===== src/rtl/core/fpexp_pkg.sv =====
package fpexp_pkg;

    localparam int ARG_W = 32;
    localparam int LIN_W = 31;
    localparam int LIM_W = 31;
    localparam int E_W   = 6;
    localparam int B_W   = 29;
    localparam int PW_W  = 26;
    localparam int T_W   = 21;
    localparam int ACC_W = 32;

    localparam int FRONT_ST  = 2;
    localparam int REDUCE_ST = 3;
    localparam int SERIES_ST = 7;
    localparam int SCALE_ST  = 5;
    localparam int NUM_ST    = FRONT_ST + REDUCE_ST + SERIES_ST + SCALE_ST;

    localparam logic [23:0] LN10_DIV20_Q27 = 24'd15452387;
    localparam logic [30:0] INV_LN2_Q30    = 31'd1549082005;
    localparam logic [31:0] LN2_Q31        = 32'd1488522236;
    localparam logic signed [ARG_W-1:0] MINUS8_Q27 = -32'sd1073741824;

    localparam logic [LIM_W-1:0] EXP_LIMIT_RST = 31'd1023359037;
    localparam logic [LIM_W-1:0] DB_LIMIT_RST  = 31'd1111097957;
    localparam logic [LIN_W-1:0] LIN_MAX       = '1;

    localparam logic CFG_EXP_LIMIT = 1'b0;
    localparam logic CFG_DB_LIMIT  = 1'b1;
    localparam logic ACT_DB        = 1'b1;

    typedef struct packed {
        logic                  sat;
        logic                  neg8;
        logic signed [E_W-1:0] e;
        logic [2:0]            idx;
    } meta_t;

    typedef struct packed {
        logic                    sat;
        logic                    neg8;
        logic signed [ARG_W-1:0] cx;
    } front_t;

    typedef struct packed {
        meta_t          m;
        logic [B_W-1:0] b;
    } reduce_t;

    typedef struct packed {
        meta_t       m;
        logic [31:0] ex_b;
    } series_t;

    // signed argument strictly above an unsigned limit
    function automatic logic above_limit(input logic signed [ARG_W-1:0] v,
                                         input logic [LIM_W-1:0] lim);
        return !v[ARG_W-1] && (v[LIM_W-1:0] > lim);
    endfunction

    function automatic logic [31:0] mul_hi(input logic [31:0] a, input logic [31:0] b);
        logic [63:0] p;
        p = 64'(a) * 64'(b);
        return p[63:32];
    endfunction

    // e^(k/8) in Q1.31 for idx < 4; e^((idx-8)/8), also Q1.31, above
    function automatic logic [31:0] exp_eighth(input logic [2:0] idx);
        logic [31:0] v;
        case (idx)
            3'd0:    v = 32'd2147483648;
            3'd1:    v = 32'd2433417774;
            3'd2:    v = 32'd2757423586;
            3'd3:    v = 32'd3124570271;
            3'd4:    v = 32'd1302514674;
            3'd5:    v = 32'd1475942488;
            3'd6:    v = 32'd1672461947;
            default: v = 32'd1895147668;
        endcase
        return v;
    endfunction

    // 1/3!, 1/4!, 1/5!, 1/6!
    function automatic logic [31:0] inv_fact(input logic [1:0] k);
        logic [31:0] v;
        case (k)
            2'd0:    v = 32'd715827883;
            2'd1:    v = 32'd178956971;
            2'd2:    v = 32'd35791394;
            default: v = 32'd5965232;
        endcase
        return v;
    endfunction

    // higher series terms only for larger exponents
    function automatic logic term_on(input logic signed [E_W-1:0] e, input logic [1:0] k);
        logic on;
        case (k)
            2'd0:    on = int'(e) >= -10;
            2'd1:    on = int'(e) >= -5;
            2'd2:    on = int'(e) >= 0;
            default: on = int'(e) >= 6;
        endcase
        return on;
    endfunction

endpackage


===== src/rtl/core/fpexp_front.sv =====
module fpexp_front
    import fpexp_pkg::*;
(
    input  logic                    clk,
    input  logic                    en,
    input  logic                    action,
    input  logic signed [ARG_W-1:0] arg_value,
    input  logic [LIM_W-1:0]        exp_arg_limit,
    input  logic [LIM_W-1:0]        db_arg_limit,
    output front_t                  fr
);

    logic                    act_reg, act_next;
    logic                    dbsat_reg, dbsat_next;
    logic signed [ARG_W-1:0] x_reg, x_next;
    logic signed [56:0]      pd_full;
    logic [55:0]             pd_reg, pd_next;

    logic signed [ARG_W-1:0] arg;
    front_t                  fr_reg, fr_next;

    // stage 1: dB scaling by ln(10)/20
    assign pd_full = arg_value * $signed({1'b0, LN10_DIV20_Q27});

    always_comb
    begin
        act_next   = action;
        x_next     = arg_value;
        pd_next    = pd_full[55:0];
        dbsat_next = (action == ACT_DB) && above_limit(arg_value, db_arg_limit);
    end

    // stage 2: round to Q5.27, limit check, range select
    always_comb
    begin
        if (act_reg == ACT_DB)
            arg = $signed(pd_reg[55:24] + {31'd0, pd_reg[23]});
        else
            arg = x_reg;
        fr_next.sat  = dbsat_reg || above_limit(arg, exp_arg_limit);
        fr_next.neg8 = arg < MINUS8_Q27;
        if (fr_next.neg8)
            fr_next.cx = arg;
        else if (!arg[ARG_W-1] && arg[ARG_W-2])
            fr_next.cx = 32'sh7FFFFFFF;
        else
            fr_next.cx = {arg[ARG_W-2:0], 1'b0};
    end

    always_ff @(posedge clk)
    begin
        if (en)
        begin
            act_reg   <= act_next;
            x_reg     <= x_next;
            pd_reg    <= pd_next;
            dbsat_reg <= dbsat_next;
            fr_reg    <= fr_next;
        end
    end

    assign fr = fr_reg;

endmodule


===== config.mk =====
export PLATFORM = sky130hd
export DESIGN_NAME = fpexp_front
export DESIGN_NICKNAME = d
export VERILOG_FILES = /design/src/rtl/core/fpexp_pkg.sv /design/src/rtl/core/fpexp_front.sv
export SDC_FILE = /design/constraint.sdc
export NUM_CORES = 1
export LEC_CHECK = 0
export ABC_AREA = 1
export BUFFER_PORTS_ARGS = -buffer_cell sky130_fd_sc_hd__buf_4
export CORE_MARGIN = 5
export CORE_UTILIZATION = 56
export CTS_BUF_LIST = sky130_fd_sc_hd__clkbuf_8
export CTS_CLUSTER_DIAMETER = 120
export DETAILED_ROUTE_END_ITERATION = 7
export MAX_ROUTING_LAYER = met4
export PLACE_DENSITY = 0.74
export SLEW_MARGIN = 20
export SYNTH_ARGS = -nofsm -noshare
export SYNTH_HDL_FRONTEND = slang
export SYNTH_SLANG_ARGS = --single-unit

===== constraint.sdc =====
create_clock -name clk -period 11.6 [get_ports clk]
set_clock_uncertainty 0.15 [all_clocks]
set_input_delay 1.16 -clock clk [delete_from_list [all_inputs] [get_ports clk]]
set_output_delay 1.16 -clock clk [all_outputs]
set_load 0.03 [all_outputs]

==> After elaboration in Yosys (flattened, before gate mapping) <==
Cells that the tools add are included.
{ "op_classes": {"multipliers": 1, "n_reduce_logical": 7, "mux": 3, "order_cmp": 3, "add_sub_neg": 1} }
{ "op_table": {"columns": ["operator", "n"], "rows": [
  ["32-bit 2-to-1 mux", 3],
  ["31-bit > comparator", 2],
  ["32-bit by 25-bit multiplier with 56-bit output, second input constant", 1],
  ["32-bit by 1-bit adder with 32-bit output", 1],
  ["32-bit by 31-bit less-than comparator with 1-bit output, second input constant", 1],
  ["1-bit logical AND", 4],
  ["1-bit zero test", 2],
  ["1-bit logical OR", 1]
]} }
{ "word_totals": {"out_inout_bits": 34, "in_bits": 97, "ff_bits": 124} }

==> Logic depth before layout (Yosys ltp) <==
{ "logic_depth": {"depth_word": 6, "ltp_mapped": 28, "mapped_depth_nobuf": 28} }

==> Worst setup path after synthesis <==
No wires, ideal clock.
{ "synth_timing": {"path_type": "input port to flip-flop", "startpoint": "in arg_value[20]", "endpoint": "reg pd_reg[53] (data pin)", "arrival_time_ns": 6.009, "slack_ns": 5.188, "path_stages": 21, "t_required_ns": 11.197, "setup_ns": 0.253, "n_path_buf": 0, "path_cell_list": "ha_1 inv_1 fa_1 inv_1 fa_1 fa_1 fa_1 fa_1 inv_1 fa_1 inv_1 ha_1 nand2_1 nor2_1 inv_1 nor3_1 nand2_1 nor2_1 nand2_1 nand3_1 nand2_1"} }
{ "synth_between": {"elab_chain_len": 1} }
{ "synth_rtl": {"columns": ["item", "line_no", "rtl"], "rows": [
  ["start, declared", "fpexp_front.sv:7", "input logic signed [ARG_W-1:0] arg_value,"],
  ["32-bit by 25-bit multiplier with 56-bit output", "fpexp_front.sv:23", "assign pd_full = arg_value * $signed({1'b0, LN10_DIV20_Q27});"],
  ["via pd_full[53]", "fpexp_front.sv:16", "logic signed [56:0] pd_full;"],
  ["end signal, assigned", "fpexp_front.sv:56", "pd_reg <= pd_next;"],
  ["end, declared", "fpexp_front.sv:17", "logic [55:0] pd_reg, pd_next;"]
]} }
The timed path passes the listed nets, and every way through them passes these cells.
A chain may end at the register's enable or synchronous reset.

==> Worst setup path after layout <==
{ "layout_timing": {"startpoint": "in arg_value[31]", "endpoint": "reg pd_reg[51] (data pin)"} }
Same word-level chain as after synthesis.

==> run_results.csv <==
group,metric,value,unit
clocking,clock_path_buffers,2,
detailed_routing,route.vias.total,18300,
sta,rsz0062_at_grt,"no",
yosys,syn-mean-instance-area,8.18,um^2
sta,slew_viol_final,0,
clocking,cts_setup_buffers,0,
yosys,synth.distinct_cells,35,
layout,drive_gt1_share,5.85,%
die,die-area,0.0451,mm^2
yosys,yosysWarnings,0,
yosys,synth-seq-cells,101,
yosys,synth_area,0.0230,mm^2
die,die_w,212,um
setup_path,reg2reg_slack,7.41,ns
layout,final_cell_mix,"777 x inv_1, 642 x nand2_1, 355 x fa_1, 353 x ha_1, 154 x nor2_1",
die,core_area,0.0407,mm^2
flow_run,max-cap-violations,0,
die,num_rows,74,
setup_path,critPathKind,"input port to flop",
yosys,synth_xor_area_share,1.41,%
place,dp_hpwl,60400,um
global_route,overflow,0,
clocking,ctsResizeCount,0,
setup_path,r2r-start,"pd_reg[23]",
yosys,synth_top_family_by_area,"adder cells",
sta,slew_headroom,31.3,%
sta,setup-tns-final,0,ns
place,gp_congestion,1.00,
worst_hold_path,min_path_type,"flop to flop",
setup_path,path_max_fanout,46,
clocking,clk_latency,0.41,ns
yosys,synthCells,2807,
place,port_buffers,130,
detailed_routing,ant_nets,0,
sta,finalCritPeriodShare,61.6,%
layout,layout_commonest_cell,"inv_1",
global_route,antenna_found_initial,0,
sta,setup_viol,0,
worst_hold_path,worstHoldStart,"dbsat_reg",
yosys,yosys-top-cells-area,"fa_1 31%, ha_1 19%, edfxtp_1 13%",
die,initial_utilization,56.4,%
yosys,synth-simple-area-share,17.9,%
clocking,cts_hold_buf,0,
global_route,grt_pass1_vias,19500,
sta,worst_slew_pin_slew,1.03,ns
detailed_routing,firstDrtPassIters,5,
clocking,cts_inserted_buffers,9,
yosys,synth_mux_area_share,0,%
global_route,grt_max_degree,70,
detailed_routing,wl_per_cell,19.9,um
sta,finalHoldViolCount,0,
layout,diodes,0,
layout,final_util,60.7,%
clocking,clk_pin_slew_worst_paths,0.12,ns
detailed_routing,drc_errors,0,
setup_path,arrival,7.19,ns
layout,area_growth,7.76,%
clocking,cts_tree,"done",
yosys,synth_nets,3612,
detailed_routing,drtIter0Drc,1417,
setup_path,endpoint_kind,"flop",
global_route,grt_pass1_wl,108000,um
detailed_routing,drt-total-wl,69000,um
detailed_routing,vias_per_cell,5.28,
die,io-pin-count,131,
layout,nNetsFinal,3739,
yosys,synth_top_area_share,31.0,%
sta,maxClockFrequency,0.140,GHz
setup_path,crit_start,"arg_value[31]",
die,die_y,212,um
yosys,synthAdderAreaFrac,50.2,%
layout,largest_reg_flops,34,
clocking,cts_root_buf,"clkbuf_8",
status,status,"finished clean",
yosys,yosysTopAreaCell,"fa_1",
clocking,clock_sinks,101,
yosys,seq_area_frac_synth,13.2,%
clocking,htreeDepth,3,
setup_path,startpoint_type,"input port",
setup_path,required,11.64,ns
sta,layout_min_cycle_time,7.15,ns
global_route,track_usage,32.3,%
yosys,synth_compound_area_share,4.26,%
## worst paths after layout
kind                     end  cells past startpoint
setup / recovery  pd_reg[51]                     21
hold / removal        fr[33]                      2
setup reg to reg      fr[33]                     20
hold reg to reg       fr[33]                      2
## layer usage
layer | part of all wire [%] | routed length, um | GRT usage (%) | vias to the layer above
li1 | - | - | - | 8747
met1 | 42 | 29100 | 41.3 | 8840
met2 | 47 | 32400 | 52.8 | 616
met3 | 6.8 | 4660 | 5.15 | 135
met4 | 4.1 | 2810 | 11.0 | 0
met5 | 0 | 0 | - | -
## Yosys cell counts
cell type	n
buf_1	2
o31ai_1	1
nor4_1	3
xor2_1	24
buf_6	3
nor3b_1	1
o21a_1	3
nor2_1	154
nor2_4	3
clkbuf_1	4
and2_1	1
a31oi_1	2
a21oi_1	99
xnor2_1	13
nand2_1	642
edfxtp_1	101
o21ai_1	2
nand2_2	4
o211ai_1	2
buf_2	7
nor3_1	15
inv_1	775
nand3_1	114
or2_2	9
fa_1	355
o21bai_1	11
a21o_1	9
nand3b_1	4
nor2_2	3
nand3_2	1
ha_1	353
nand4_1	28
nand2_4	4
o21ai_0	53
nor2_8	2
## final cells by class
type / instances / area [um^2]
Timing Repair Buffer: 132 / 991
Multi-Input combinational cell: 1915 / 16900
Clock buffer: 9 / 124
Fill cell: 3705 / 16000
Clock inverter: 7 / 92.6
Inverter: 775 / 2910
Tap cell: 532 / 666
Sequential cell: 101 / 3030
## cells by family (layout without fill, tap and decap cells)
logic type	count (synthesis)	count (layout)
buffers and inverters	791	923
xor gates and xnor gates	37	37
AOI/OAI and AO/OA	182	182
and+or+nand+nor	988	988
DFF	101	101
adders and majority gates	708	708
## through the flow
step	cells	setup slack (ns)	instance area, um^2	hold WS (ns)
finish	3471	4.45	24700	0.376
global route	3471	4.19	24700	0.408
CTS	3471	4.45	24700	0.386
detailed placement	3455	3.98	24500	0.360
global placement	3455	4.03	24500	0.342
floorplan	2807	5.19	23000	0.329
## critical path, stage by stage
cell	delay, ns
buf_4	0.47
inv_1	0.29
ha_1	0.41
fa_1	0.51
fa_1	0.49
inv_1	0.05
fa_1	0.53
inv_1	0.06
fa_1	0.50
fa_1	0.54
inv_1	0.05
fa_1	0.52
inv_1	0.04
ha_1	0.38
nand2_1	0.13
nor2_1	0.20
nand2_1	0.20
nor4_1	0.22
nand2_1	0.19
nand3_1	0.11
nand2_1	0.05
Power is left out: the tool's default activity adds up to more than one toggle a clock period on the data nets, which glitch-free logic cannot reach.
