## src/rtl/core/fpexp_pkg.sv

```systemverilog
package fpexp_pkg;

    localparam int ARG_W = 32;
    localparam int LIN_W = 31;
    localparam int LIM_W = 31;
    localparam int E_W   = 6;
    localparam int B_W   = 29;
    localparam int PW_W  = 26;
    localparam int T_W   = 21;
    localparam int ACC_W = 32;

    localparam int FRONT_ST  = 2;
    localparam int REDUCE_ST = 3;
    localparam int SERIES_ST = 7;
    localparam int SCALE_ST  = 5;
    localparam int NUM_ST    = FRONT_ST + REDUCE_ST + SERIES_ST + SCALE_ST;

    localparam logic [23:0] LN10_DIV20_Q27 = 24'd15452387;
    localparam logic [30:0] INV_LN2_Q30    = 31'd1549082005;
    localparam logic [31:0] LN2_Q31        = 32'd1488522236;
    localparam logic signed [ARG_W-1:0] MINUS8_Q27 = -32'sd1073741824;

    localparam logic [LIM_W-1:0] EXP_LIMIT_RST = 31'd1023359037;
    localparam logic [LIM_W-1:0] DB_LIMIT_RST  = 31'd1111097957;
    localparam logic [LIN_W-1:0] LIN_MAX       = '1;

    localparam logic CFG_EXP_LIMIT = 1'b0;
    localparam logic CFG_DB_LIMIT  = 1'b1;
    localparam logic ACT_DB        = 1'b1;

    typedef struct packed {
        logic                  sat;
        logic                  neg8;
        logic signed [E_W-1:0] e;
        logic [2:0]            idx;
    } meta_t;

    typedef struct packed {
        logic                    sat;
        logic                    neg8;
        logic signed [ARG_W-1:0] cx;
    } front_t;

    typedef struct packed {
        meta_t          m;
        logic [B_W-1:0] b;
    } reduce_t;

    typedef struct packed {
        meta_t       m;
        logic [31:0] ex_b;
    } series_t;

    // signed argument strictly above an unsigned limit
    function automatic logic above_limit(input logic signed [ARG_W-1:0] v,
                                         input logic [LIM_W-1:0] lim);
        return !v[ARG_W-1] && (v[LIM_W-1:0] > lim);
    endfunction

    function automatic logic [31:0] mul_hi(input logic [31:0] a, input logic [31:0] b);
        logic [63:0] p;
        p = 64'(a) * 64'(b);
        return p[63:32];
    endfunction

    // e^(k/8) in Q1.31 for idx < 4; e^((idx-8)/8), also Q1.31, above
    function automatic logic [31:0] exp_eighth(input logic [2:0] idx);
        logic [31:0] v;
        case (idx)
            3'd0:    v = 32'd2147483648;
            3'd1:    v = 32'd2433417774;
            3'd2:    v = 32'd2757423586;
            3'd3:    v = 32'd3124570271;
            3'd4:    v = 32'd1302514674;
            3'd5:    v = 32'd1475942488;
            3'd6:    v = 32'd1672461947;
            default: v = 32'd1895147668;
        endcase
        return v;
    endfunction

    // 1/3!, 1/4!, 1/5!, 1/6!
    function automatic logic [31:0] inv_fact(input logic [1:0] k);
        logic [31:0] v;
        case (k)
            2'd0:    v = 32'd715827883;
            2'd1:    v = 32'd178956971;
            2'd2:    v = 32'd35791394;
            default: v = 32'd5965232;
        endcase
        return v;
    endfunction

    // higher series terms only for larger exponents
    function automatic logic term_on(input logic signed [E_W-1:0] e, input logic [1:0] k);
        logic on;
        case (k)
            2'd0:    on = int'(e) >= -10;
            2'd1:    on = int'(e) >= -5;
            2'd2:    on = int'(e) >= 0;
            default: on = int'(e) >= 6;
        endcase
        return on;
    endfunction

endpackage

```

## src/rtl/core/fpexp_scale.sv

```systemverilog
module fpexp_scale
    import fpexp_pkg::*;
(
    input  logic             clk,
    input  logic             en,
    input  series_t          sr,
    output logic [LIN_W-1:0] lin
);

    // stage 13: table value times series
    logic [63:0]           prod_reg, prod_next;
    meta_t                 m13_reg;
    // stage 14: shift by the power of two
    logic [5:0]            shamt;
    logic [47:0]           sh_reg, sh_next;
    logic                  sat14_reg, neg14_reg;
    // stage 15: round
    logic [32:0]           rsum;
    logic [LIN_W-1:0]      y0_reg, y0_next;
    logic                  sat15_reg, neg15_reg;
    // stage 16: square or double
    logic [61:0]           sq_reg, sq_next;
    logic [LIN_W-1:0]      dbl_reg, dbl_next;
    logic                  sat16_reg, neg16_reg;
    // stage 17: final select
    logic [44:0]           rsq;
    logic [LIN_W-1:0]      lin_reg, lin_next;

    assign prod_next = 64'(exp_eighth(sr.m.idx)) * 64'(sr.ex_b);

    always_comb
    begin
        shamt   = 6'(6'd27 - m13_reg.e);
        sh_next = 48'(prod_reg >> shamt);
    end

    always_comb
    begin
        rsum = {1'b0, sh_reg[47:16]} + 33'(sh_reg[15]);
        if (rsum[32:31] != 2'b00)
            y0_next = LIN_MAX;
        else
            y0_next = rsum[30:0];
    end

    always_comb
    begin
        sq_next = 62'(y0_reg) * 62'(y0_reg);
        if (y0_reg[LIN_W-1])
            dbl_next = LIN_MAX;
        else
            dbl_next = {y0_reg[LIN_W-2:0], 1'b0};
    end

    always_comb
    begin
        rsq = 45'(sq_reg[61:18]) + 45'(sq_reg[17]);
        if (sat16_reg)
            lin_next = LIN_MAX;
        else if (neg16_reg)
            lin_next = (rsq[44:31] != '0) ? LIN_MAX : rsq[30:0];
        else
            lin_next = dbl_reg;
    end

    always_ff @(posedge clk)
    begin
        if (en)
        begin
            prod_reg  <= prod_next;
            m13_reg   <= sr.m;
            sh_reg    <= sh_next;
            sat14_reg <= m13_reg.sat;
            neg14_reg <= m13_reg.neg8;
            y0_reg    <= y0_next;
            sat15_reg <= sat14_reg;
            neg15_reg <= neg14_reg;
            sq_reg    <= sq_next;
            dbl_reg   <= dbl_next;
            sat16_reg <= sat15_reg;
            neg16_reg <= neg15_reg;
            lin_reg   <= lin_next;
        end
    end

    assign lin = lin_reg;

endmodule

```

## config.mk

```make
export PLATFORM = sky130hd
export DESIGN_NAME = fpexp_scale
export DESIGN_NICKNAME = d
export VERILOG_FILES = /design/src/rtl/core/fpexp_pkg.sv /design/src/rtl/core/fpexp_scale.sv
export SDC_FILE = /design/constraint.sdc
export NUM_CORES = 2
export LEC_CHECK = 0
export BUFFER_PORTS_ARGS = -buffer_cell sky130_fd_sc_hd__buf_2
export CORE_ASPECT_RATIO = 0.9
export CORE_UTILIZATION = 46
export CTS_BUF_LIST = sky130_fd_sc_hd__clkbuf_8
export DETAILED_ROUTE_END_ITERATION = 10
export PLACE_DENSITY = 0.69
export SYNTH_ARGS = -nofsm -noshare
export SYNTH_HDL_FRONTEND = slang
export SYNTH_SLANG_ARGS = --single-unit
export TNS_END_PERCENT = 30
```

## constraint.sdc

```tcl
create_clock -name clk -period 9.3 [get_ports clk]
set_input_delay 1.86 -clock clk [delete_from_list [all_inputs] [get_ports clk]]
set_output_delay 1.86 -clock clk [all_outputs]
set_load 0.005 [all_outputs]
```

* Word level (Yosys, flattened, before mapping)
Index checks and enable logic that the tools add are counted.
** Cells by class
- Add/subtract/negate cells :: 3
- $mul :: 2
- Equality and inequality tests :: 6
- Shift operators :: 1
- Muxes and demuxes :: 4
- Reductions and logical operators :: 3
** Operator list (count)
- one-hot mux 32 bit (7 select lines) :: 1
- multiplier 32 x 32 -> 64 bit :: 1
- >> shifter 64 x 6 -> 48 bit :: 1
- multiplier 31 x 31 -> 62 bit :: 1
- 2-to-1 mux 31 bit :: 2
- adder 44 x 1 -> 45 bit :: 1
- adder 32 x 1 -> 33 bit :: 1
- nonzero test 14 bit :: 1
- equality test 3 bit (second input constant) :: 3
- equality test 3 x 2 -> 1 bit (second input constant) :: 2
- subtractor 5 x 6 -> 6 bit (first input constant) :: 1
- equality test 3 x 1 -> 1 bit (second input constant) :: 1
- zero test 3 bit :: 1
- nonzero test 2 bit :: 1
- 2-to-1 mux 1 bit :: 1
** Word-level totals
- Flip-flop bits (word level) :: 281
- Bits of input ports :: 45
- Output and inout bits :: 31
- Logic and storage cells :: 35

* Longest topological paths before layout
- Depth after elaboration :: 4
- Mapped depth :: 34
- Mapped depth without buffers :: 31

* Least setup slack after synthesis
OpenSTA, ideal clock, no wires.
- Path kind :: input port to flip-flop
- From :: input port sr[32] in the netlist's numbering
- To :: register prod_reg[55] (data pin)
- Setup time :: 260 ps
- Data arrival time :: 9624 ps
- Data required time :: 9040 ps
- Slack :: -584 ps
- Cell stages on the path :: 31
- Buffers on the path :: 4
- Path through :: clkbuf_1 > nand2_1 > inv_1 > nor2_1 > clkbuf_1 > clkbuf_1 > nand3_1 > fa_1 > inv_1 > fa_1 > inv_1 > fa_1 > inv_1 > fa_1 > fa_1 > inv_1 > fa_1 > fa_1 > fa_1 > inv_1 > ha_1 > clkbuf_1 > a21oi_1 > nor2_1 > a211o_1 > a211o_1 > a41oi_1 > o21ai_1 > a211oi_1 > o221ai_1 > mux2_2
** Between the ends
- Cells in the longest elaborated chain, start to end :: 3
- Elaborated cells between the ends (all ways) :: 9
- Classes of those cells :: 1 x mul; 6 x eq/ne; 1 x mux; 1 x reduce/logical
** RTL lines
- from (decl) :: RTL line fpexp_scale.sv:6 : input series_t sr,
- equality test 3 bit (tied with other cells) :: RTL line fpexp_pkg.sv:69 : case (idx)
- one-hot mux 32 bit (7 select lines) * :: RTL line fpexp_pkg.sv:69
- multiplier 32 x 32 -> 64 bit * :: RTL line fpexp_scale.sv:29 : assign prod_next = 64'(exp_eighth(sr.m.idx)) * 64'(sr.ex_b);
- net prod_next[55] :: RTL line fpexp_scale.sv:11 : logic [63:0] prod_reg, prod_next;
- to (signal assigned) :: RTL line fpexp_scale.sv:70 : prod_reg <= prod_next;
- to (decl) :: RTL line fpexp_scale.sv:11
The timed path passes the listed nets; every way through them passes the cells marked *.
A chain may end at the register's enable or synchronous reset.

* Worst setup path after layout
- From :: input port sr[33] in the netlist's numbering
- To :: register prod_reg[51] (data pin)
Same word-level chain as after synthesis.

==> summary.md <==
| Metric | Value |
|---|---|
| Clock transition at path regs | 0.06 ns |
| Async SR Flop Fraction | 0% |
| Total wire length | 207000 µm |
| Post-DR vias/cell | 5.24 |
| Failing checks | design-rule violations |
| Largest net degree at the start of global routing | 92 |
| Core Box Area | 0.151 mm² |
| Post-synthesis xor/xnor area fraction | 2.17% |
| Syn Area/Cell | 9.49 µm² |
| Maximum fanout along the worst path | 11 |
| Chip width | 413 µm |
| Worst EP required | 9.67 ns |
| Compound-Gate Fraction of Synth Area | 4.74% |
| Initial Utilization | 46.5% |
| Pre-antenna DRT Iters | 9 |
| Main flop type after synthesis | edfxtp_1 |
| Final design utilization | 52.0% |
| Commonest non-fill, non-tap cells in the layout | 1946 x inv_1, 1622 x fa_1, 813 x nand2_1, 643 x buf_4, 512 x ha_1 |
| GP Congestion | 1.05 |
| Synth-to-Final Area Change | 11.9% |
| Worst-case reg-to-reg path depth | 26 |
| FILL cells | 13700 |
| Vias in the first global route | 55900 |
| WS Path Type | in -> reg |
| Slew margin rel. | 32.4% |
| Status | finished, violations left |
| Seq/Total Area, Yosys | 10.0% |
| Fin Clk Skew | 0.0651 ns |
| Root Buffer | clkbuf_8 |
| GR Overflow Total | 0 |
| CTS tree | done |
| Global Route Usage Sum | 27.6% |
| Biggest cell delay along the critical path | 0.56 ns |
| Nets | 10100 |
| Worst hold path depth | 0 |
| DR WL/cell | 21.0 µm |
| Ports | 76 |
| Max clock buf depth | 3 |
| Final hold viol count | 0 |
| Most area-consuming cells after synthesis | fa_1 47%, inv_1 10%, edfxtp_1 10% |
| Max frequency | 0.109 GHz |
| Largest family of logic cells by synthesized area | adder cells |
| Row cnt | 135 |
| Worst path slowest cell | fa_1 |
| Routed Antenna Nets | 0 |
| Yosys reg bits | 234 |
| Global-route wire length before repair | 323000 µm |
| Worst Tran Pin Value | 1.01 ns |
| Yosys warning count | 0 |
| Hold crit path type | reg -> reg |
| Max reg flops | 49 |
| # DRC | 2 |
| DP HPWL | 180000 µm |
| Post-synth EDFFs | 234 |
| Layout cell share with drive strength beyond 1 | 12.6% |
| Total number of vias | 51800 |
| Critical path's most frequent cell | fa_1 |
| Adder-Cell Fraction of Synth Area | 56.1% |
| DR iter-0 viols | 4003 |
| Worst Setup Start Kind | input port |
| Clk sink count | 234 |
| Yosys top cell area share | 46.9% |
| Setup TNS | 0 ns |
| Antenna violations before repair | 4 |
| Die area | 0.154 mm² |
| Cell Area, Synth | 0.0701 mm² |
| Finish-stage setup viols | 0 |
| Slew Viols, Final | 0 |
| Crit. End Element | flip-flop |
| Yosys cell types | 73 |
| Gate count of the mapped netlist | 7384 |
| Final Cycle Share | 98.8% |
| Crit path time final | 9.19 ns |
| Die height | 372 µm |
| Most common cell after layout, fill and taps aside | inv_1 |
| Max Cap Viol | 0 |
| Worst hold margin | 0.372 ns |
| CP arrival | 9.55 ns |
| Area leader, netlist | fa_1 |
| CTS Buf Count | 40 |
| Simple-Gate Fraction of Synth Area | 13.2% |
| Multiplexer area fraction after synthesis | 1.59% |
| Port Buffers | 75 |
| Post-CTS Hold Buffers | 0 |
| H-tree Lvls | 2 |
| RSZ-0062 raised after global routing | true |
| Clock Latency Late Sink | 0.63 ns |
-- cell usage after synthesis (all sizes together), types with 22 or more instances --
cell,n
inv,1941
fa,1643
nand2,826
ha,515
and2,492
nor2,303
clkbuf,296
edfxtp,234
a21oi,178
o21ai,111
xnor2,102
nand3,76
xor2,72
a21o,63
and3,54
mux2i,45
nor2b,44
or2,43
nand4,39
a31oi,34
a211oi,23
buf,22
-- layout make-up --
type	count	area (µm²)	area share, %
Clock buffer	40	551	0.702
Multi-Input combinational cell	4891	55100	70.2
Clock inverter	31	236	0.302
Sequential cell	234	7030	8.96
Timing Repair Buffer	746	5730	7.30
Inverter	1949	7320	9.34
Tap cell	1986	2480	3.17
Antenna cell	3	7.51	0.00957
-- logic make-up (layout without fill, tap and decap cells) --
| kind of cell | count (synthesis) | after routing |
|---|---|---|
| mux | 83 | 83 |
| flops | 234 | 234 |
| fa+ha+maj | 2158 | 2158 |
| other cells | 2 | 13 |
| xor+xnor | 174 | 174 |
| buf+inv | 2267 | 2766 |
| simple gates | 1939 | 1939 |
| compound gates | 527 | 527 |
-- layer usage --
metal	vias to the layer above	global-route usage [%]	routed length (µm)
li1	22900	-	-
met1	26300	37.1	85400
met2	2173	45.1	95900
met3	388	5.30	18500
met4	4	8.86	7730
met5	-	0	33
-- path summary, 6_finish.rpt --
| path | from | endpoint | slack (ns) |
|---|---|---|---|
| worst max-delay path | sr[33] | prod_reg[51] | 0.11 |
| worst min register to register | sat14_reg | sat15_reg | 0.37 |
| worst min-delay path | sat14_reg | sat15_reg | 0.37 |
| worst max register to register | y0_reg[6] | sq_reg[47] | 0.67 |
-- critical path, delay by kind of cell --
kind	cells	cell delay, ns
adders and majority gates	9	4.30
AOI/OAI and AO/OA	7	1.41
buffers and inverters	9	1.04
and+or+nand+nor	6	0.76
xor gates and xnor gates	1	0.15
-- metrics by stage --
stage	worst slack [ns]	instances	cell area (µm²)
after floorplan	-0.0454	7392	70500
after global placement	-0.743	9797	77200
after detailed placement	-0.744	9797	77200
after CTS	0.0299	9868	78000
after global routing	-0.0693	9878	78400
final	0.115	9880	78400
-- what timing repair did --
action | 4_1_cts | 5_1_grt
endpoints found under the setup margin | 4 | 22
pin swaps | 0 | 37
setup buffers | 0 | 8
cloned | 0 | 1
gates resized for setup | 5 | 75
Power is left out: the tool's default activity adds up to more than one toggle a clock period on the data nets, which glitch-free logic cannot reach.
